### config.mk
export PLATFORM = sky130hd
export DESIGN_NAME = icf_tilt_lane
export DESIGN_NICKNAME = d
export VERILOG_FILES = /design/src/rtl/core/icf_pkg.sv /design/src/rtl/core/icf_tilt_lane.sv
export SDC_FILE = /design/constraint.sdc
export NUM_CORES = 2
export LEC_CHECK = 0
export BUFFER_PORTS_ARGS = -buffer_cell sky130_fd_sc_hd__clkbuf_2
export CORE_UTILIZATION = 60
export CTS_CLUSTER_DIAMETER = 50
export DETAILED_ROUTE_END_ITERATION = 8
export GPL_TIMING_DRIVEN = 1
export MAX_ROUTING_LAYER = met4
export PLACE_DENSITY = 0.8
export SYNTH_ARGS = -nofsm -noshare
export SYNTH_HDL_FRONTEND = slang
export SYNTH_SLANG_ARGS = --single-unit
### constraint.sdc
create_clock -name clk_i -period 7.3 [get_ports clk_i]
set_clock_uncertainty 0.2 [all_clocks]
set_input_delay 1.46 -clock clk_i [delete_from_list [all_inputs] [get_ports clk_i]]
set_output_delay 1.46 -clock clk_i [all_outputs]
set_load 0.005 [all_outputs]
### src/rtl/core/icf_pkg.sv
// ----------------------------------------------------------------------------
// icf_pkg
// Shared types, constants and helpers of the IMU complementary filter.
// ----------------------------------------------------------------------------
package icf_pkg;

  localparam logic [16:0] AlphaOne    = 17'd65536;
  localparam logic [16:0] AlphaReset  = 17'd64225;
  // 180/pi in Q7.24
  localparam logic [30:0] DegPerRadQ24 = 31'd961263669;
  localparam int unsigned MaxSteps    = 32;

  typedef enum logic [1:0] {
    CFG_ALPHA    = 2'd0,
    CFG_GYRO_DB  = 2'd1,
    CFG_ACCEL_DB = 2'd2
  } cfg_idx_e;

  typedef struct packed {
    logic               done;
    logic signed [27:0] angle;   // Q3.24 rad
  } lane_res_t;

  // arctan(2^-i) in Q0.24 radians
  function automatic logic [23:0] atan_q24(input logic [4:0] i);
    logic [23:0] r;
    case (i)
      5'd0:  r = 24'd13176795;
      5'd1:  r = 24'd7778716;
      5'd2:  r = 24'd4110060;
      5'd3:  r = 24'd2086331;
      5'd4:  r = 24'd1047214;
      5'd5:  r = 24'd524117;
      5'd6:  r = 24'd262123;
      5'd7:  r = 24'd131069;
      5'd8:  r = 24'd65536;
      5'd9:  r = 24'd32768;
      5'd10: r = 24'd16384;
      5'd11: r = 24'd8192;
      5'd12: r = 24'd4096;
      5'd13: r = 24'd2048;
      5'd14: r = 24'd1024;
      5'd15: r = 24'd512;
      5'd16: r = 24'd256;
      5'd17: r = 24'd128;
      5'd18: r = 24'd64;
      5'd19: r = 24'd32;
      5'd20: r = 24'd16;
      5'd21: r = 24'd8;
      5'd22: r = 24'd4;
      5'd23: r = 24'd2;
      5'd24: r = 24'd1;
      default: r = 24'd0;
    endcase
    return r;
  endfunction

  function automatic logic signed [31:0] sat32(input logic signed [51:0] v);
    logic signed [31:0] r;
    if (v > 52'sd2147483647) begin
      r = 32'sh7FFFFFFF;
    end else if (v < -52'sd2147483648) begin
      r = 32'sh80000000;
    end else begin
      r = v[31:0];
    end
    return r;
  endfunction

  // zero a reading whose magnitude is below the band
  function automatic logic signed [15:0] dead16(input logic signed [15:0] v,
                                                input logic [14:0] band);
    logic [16:0] m;
    m = v[15] ? 17'(-$signed({v[15], v})) : {1'b0, v};
    return (m < {2'b00, band}) ? 16'sd0 : v;
  endfunction

endpackage

### src/rtl/core/icf_tilt_lane.sv
// ----------------------------------------------------------------------------
// icf_tilt_lane
// One tilt lane: digit-by-digit square root, then vectoring CORDIC atan2.
// ----------------------------------------------------------------------------
module icf_tilt_lane import icf_pkg::*; #(
  parameter int unsigned STEPS = 16
) (
  input  logic               clk_i,
  input  logic               rst_ni,
  input  logic               start_i,
  input  logic signed [16:0] num_i,
  input  logic signed [15:0] a_i,
  input  logic signed [15:0] b_i,
  output lane_res_t          res_o
);

  localparam int unsigned NSteps = (STEPS > MaxSteps) ? MaxSteps : STEPS;
  localparam int unsigned CntW   = $clog2(NSteps + 1);

  typedef enum logic [2:0] {
    L_IDLE = 3'b001,
    L_SQRT = 3'b010,
    L_CORD = 3'b100
  } lane_state_e;

  lane_state_e        state_q, state_d;
  logic [CntW-1:0]    cnt_q, cnt_d;
  logic               done_q, done_d;
  logic               zero_q;
  logic signed [16:0] num_q;
  logic [31:0]        n_q, n_d, res_q, res_d, bit_q, bit_d;
  logic signed [39:0] x_q, x_d, y_q, y_d;
  logic signed [27:0] z_q, z_d;
  logic signed [31:0] asq, bsq;
  logic [32:0]        trial;
  logic [4:0]         idx;
  logic signed [39:0] dx, dy;
  logic signed [27:0] at;

  assign asq   = a_i * a_i;
  assign bsq   = b_i * b_i;
  assign trial = {1'b0, res_q} + {1'b0, bit_q};
  assign idx   = 5'(cnt_q);
  assign dx    = y_q >>> idx;
  assign dy    = x_q >>> idx;
  assign at    = $signed({4'b0000, atan_q24(idx)});

  always_comb begin
    state_d = state_q;
    cnt_d   = cnt_q;
    done_d  = 1'b0;
    n_d     = n_q;
    res_d   = res_q;
    bit_d   = bit_q;
    x_d     = x_q;
    y_d     = y_q;
    z_d     = z_q;
    case (state_q)
      L_IDLE: begin
        if (start_i) begin
          n_d     = 32'(asq) + 32'(bsq);
          res_d   = '0;
          bit_d   = 32'h4000_0000;
          cnt_d   = '0;
          z_d     = '0;
          state_d = L_SQRT;
        end
      end
      L_SQRT: begin
        if ({1'b0, n_q} >= trial) begin
          n_d   = n_q - trial[31:0];
          res_d = (res_q >> 1) + bit_q;
        end else begin
          res_d = res_q >> 1;
        end
        bit_d = bit_q >> 2;
        cnt_d = cnt_q + 1'b1;
        if (cnt_q == CntW'(15)) begin
          x_d     = $signed({4'b0000, res_d[15:0], 20'b0});
          y_d     = $signed({{3{num_q[16]}}, num_q, 20'b0});
          cnt_d   = '0;
          state_d = L_CORD;
        end
      end
      L_CORD: begin
        if (y_q > 40'sd0) begin
          x_d = x_q + dx;
          y_d = y_q - dy;
          z_d = z_q + at;
        end else begin
          x_d = x_q - dx;
          y_d = y_q + dy;
          z_d = z_q - at;
        end
        cnt_d = cnt_q + 1'b1;
        if (cnt_q == CntW'(NSteps - 1)) begin
          done_d  = 1'b1;
          state_d = L_IDLE;
        end
      end
      default: state_d = L_IDLE;
    endcase
  end

  always_ff @(posedge clk_i or negedge rst_ni) begin
    if (!rst_ni) begin
      state_q <= L_IDLE;
      cnt_q   <= '0;
      done_q  <= 1'b0;
    end else begin
      state_q <= state_d;
      cnt_q   <= cnt_d;
      done_q  <= done_d;
    end
  end

  always_ff @(posedge clk_i) begin
    if (state_q == L_IDLE && start_i) begin
      num_q  <= num_i;
      zero_q <= (num_i == 17'sd0);
    end
    n_q   <= n_d;
    res_q <= res_d;
    bit_q <= bit_d;
    x_q   <= x_d;
    y_q   <= y_d;
    z_q   <= z_d;
  end

  // atan2 of a zero numerator is exactly zero
  assign res_o.done  = done_q;
  assign res_o.angle = zero_q ? 28'sd0 : z_q;

endmodule

==> results.json <==
{
  "cts.hold.buffers_added": 0,
  "grt_pass1_vias": 38700,
  "rsz0062_at_grt": "yes",
  "wl_mm": 133,
  "final_hold_viol_count": 0,
  "ys_seq_elements": 215,
  "grt_pass1_wl_mm": 210,
  "hold_path_class": "flop to flop",
  "whs_ns": 0.320,
  "synth_fa_ha_area_frac": 0.341,
  "place_congestion": 1.06,
  "final.min_clock_period_ns": 8.17,
  "n_fill_cell": 5294,
  "clk_latency_ns": 0.62,
  "worstPathRequired_ns": 7.47,
  "setup_slack_ns": -0.867,
  "rows": 98,
  "synth-edff-count": 206,
  "ant_nets": 0,
  "setup_viol": 18,
  "syn_avg_cell_area_um2": 9.26,
  "multiInputGateArea_mm2": 0.0341,
  "routedWlPerCell_um": 21.8,
  "finish.net_count": 6027,
  "firstDrtPassIters": 8,
  "path_class": "input port to flop",
  "cts_tree": "done",
  "initial_utilization": 0.606,
  "vias": 37300,
  "relSlewSlack": 0.193,
  "clockBufferDepth": 3,
  "status": "finished with violations",
  "final_max_slew_viol_count": 0,
  "detail_route.vias_per_cell": 6.12,
  "drive_gt1_frac": 0.210,
  "drtIter0Drc": 3657,
  "period_share": 1.12,
  "ioPinCount": 81,
  "grt_max_degree": 81,
  "tightest_slew_ns": 1.21,
  "synth.area.mux_share": 0.0930,
  "synthSimpleGateAreaFrac": 0.138,
  "ctsRootBufferMaster": "clkbuf_16",
  "cp-start-kind": "input port",
  "synth_ff_type": "edfxtp_1",
  "async_reset_ff_frac": 0.0419,
  "antenna_found_initial": 2,
  "synth_top_family_by_area": "adder cells",
  "cts_buffers": 30,
  "crit_arrival_ns": 8.34,
  "drc": 2,
  "coreArea_mm2": 0.0714,
  "violations": "design-rule violations, negative setup slack",
  "synthTopCellsByArea": "fa_1 (24%), edfxtp_1 (14%), ha_1 (9.7%)",
  "syn-num-nets": 5579,
  "synth-xor-area-share": 0.0630,
  "fmax_ghz": 0.122,
  "seq_area_mm2": 0.00643,
  "clk_pin_slew_ns": 0.06,
  "track_usage": 0.373,
  "cp_max_fo": 3,
  "clock_sinks": 215,
  "overflow": 0,
  "area_growth_syn_to_layout_pct": 16.2,
  "netlist_area_mm2": 0.0432,
  "fp.dieH_um": 270,
  "synthCells": 4665,
  "maxCapViolCount": 0,
  "synth_compound_area_frac": 0.137,
  "port_buffers": 80,
  "dieArea_mm2": 0.0731,
  "yosys.area.top_type": "fa_1",
  "end_kind": "flop",
  "die_w_um": 270,
  "synth_top_area_share": 0.244,
  "ys_seq_area_frac": 0.148,
  "yosys_warnings": 0,
  "synth.distinct_cells": 94,
  "dp_hpwl_mm": 107,
  "cts_max_level": 1
}
## cell usage in the layout, fill, tap and decap left out, types with 32 or more instances in the layout
| cell | instances |
|---|---|
| inv_1 | 650 |
| fa_1 | 502 |
| buf_4 | 492 |
| nand2_1 | 354 |
| ha_1 | 321 |
| nor2_1 | 320 |
| edfxtp_1 | 206 |
| a21oi_1 | 205 |
| o21ai_0 | 170 |
| xnor2_1 | 169 |
| xor2_1 | 136 |
| mux4_2 | 119 |
| and2_1 | 109 |
| mux2i_1 | 81 |
| a21o_1 | 77 |
| nor2b_1 | 67 |
| nor3_1 | 60 |
| clkbuf_2 | 51 |
| a31oi_1 | 50 |
| mux2_2 | 47 |
| nand2b_1 | 47 |
| nand3_1 | 46 |
| a211oi_1 | 38 |
| inv_2 | 35 |
| o21bai_1 | 34 |
| clkbuf_16 | 34 |
| nor4_1 | 32 |
## layout make-up
class / count / area share
multi-input combinational: 3568 / 0.680
inverter: 693 / 0.0523
antenna: 2 / 0.0000997
tap: 950 / 0.0237
timing repair buffer: 605 / 0.0961
sequential: 215 / 0.128
clock buffer: 39 / 0.0160
clock inverter: 16 / 0.00386
## flip-flops by register name, summed over array words and instances (netlist names)
name,flops
x_q,40
y_q,40
n_q,32
res_q,32
z_q,28
num_q,17
bit_q,16
cnt_q,5
state_q,3
done_q,1
zero_q,1
## what timing repair did
| action | CTS | global route |
|---|---|---|
| pin swaps | 81 | 44 |
| setup buffers | 22 | 10 |
| resized for setup | 135 | 74 |
| setup endpoints to repair | 18 | 28 |
| cloned | 0 | 0 |
## final timing paths
check / slack, ns / end / depth (start not counted) / from
worst min-delay path: 0.32 / y_q[30]$_DFFE_PP_ / 2 / num_q[10]$_DFFE_PP_
min in group asynchronous: 0.52 / state_q[1]$_DFFE_PN0P_ / 1 / rst_ni
max in group asynchronous: 6.10 / state_q[0]$_DFFE_PN1P_ / 1 / rst_ni
worst max register to register: 0.31 / y_q[31]$_DFFE_PP_ / 23 / cnt_q[1]$_DFFE_PN0P_
worst max-delay path: -0.87 / n_q[30]$_DFFE_PP_ / 27 / b_i[1]
worst min register to register: 0.32 / y_q[30]$_DFFE_PP_ / 2 / num_q[10]$_DFFE_PP_
## Yosys cell counts (9+ instances only)
| master | count |
|---|---|
| nand2b_1 | 52 |
| fa_1 | 526 |
| a21oi_1 | 216 |
| and2_1 | 121 |
| ha_1 | 336 |
| a211oi_1 | 40 |
| a22oi_1 | 15 |
| o22ai_1 | 29 |
| nor3_1 | 65 |
| inv_1 | 689 |
| o21ai_1 | 12 |
| nand3_1 | 48 |
| nand4_1 | 18 |
| o31ai_1 | 22 |
| nor2b_1 | 67 |
| xor2_1 | 138 |
| clkbuf_1 | 109 |
| buf_1 | 18 |
| and3_1 | 29 |
| a31o_2 | 18 |
| a211o_1 | 9 |
| nand2_1 | 377 |
| o211ai_1 | 25 |
| a31oi_1 | 51 |
| xnor2_1 | 173 |
| o21ai_0 | 187 |
| buf_2 | 48 |
| or2_2 | 31 |
| mux4_2 | 119 |
| or3_1 | 20 |
| nor4_1 | 32 |
| a21boi_0 | 11 |
| o21bai_1 | 34 |
| a221oi_1 | 13 |
| a21o_1 | 77 |
| mux2i_1 | 81 |
| mux2_2 | 47 |
| a22o_1 | 11 |
| nor2_1 | 340 |
| o21a_1 | 28 |
| edfxtp_1 | 206 |
## per-stage QoR
step | utilization | TNS [ns] | area, um^2 | instances | worst slack, ns
after floorplan | - | -9.37 | 43700 | 4665 | -1.11
after global placement | 0.676 | -20.19 | 48200 | 6002 | -1.44
after detailed placement | 0.676 | -22.96 | 48200 | 6002 | -1.59
after CTS | 0.699 | -6.72 | 49900 | 6078 | -0.727
after global routing | 0.704 | -11.64 | 50200 | 6088 | -1.09
final | 0.704 | -8.54 | 50200 | 6088 | -0.867
## worst max-delay path, stage by stage
cell and delay, ns:
clkbuf_16 0.12, clkinvlp_4 0.14, nor2_4 0.13, inv_2 0.05, fa_1 0.48, fa_1 0.57, inv_2 0.05, fa_1 0.50
inv_1 0.05, fa_1 0.50, inv_2 0.05, fa_2 0.54, fa_2 0.46, fa_2 0.55, inv_2 0.04, fa_2 0.38
inv_2 0.08, ha_4 0.19, or3_4 0.32, o21ai_2 0.08, a21oi_2 0.07, a21o_1 0.22, o41a_1 0.36, a221oi_2 0.30
o21ai_1 0.13, and4b_1 0.21, o32a_1 0.28
## layer usage
metal / GRT usage / vias to the layer above / part of all wire
met5: - / - / 0
met4: 0.156 / 0 / 0.049
met3: 0.0500 / 368 / 0.082
met2: 0.608 / 1735 / 0.48
met1: 0.468 / 18300 / 0.39
li1: - / 16900 / -
## cell families (layout without fill, tap and decap cells)
logic type                 Yosys count  after routing
adders and majority gates          862            862
muxes                              247            247
and+or+nand+nor                   1242           1242
DFF                                215            215
buffers and inverters              882           1353
xor gates and xnor gates           311            311
other                                1              3
AOI/OAI and AO/OA                  905            905
Power is left out: the tool's default activity adds up to more than one toggle a clock period on the data nets, which glitch-free logic cannot reach.
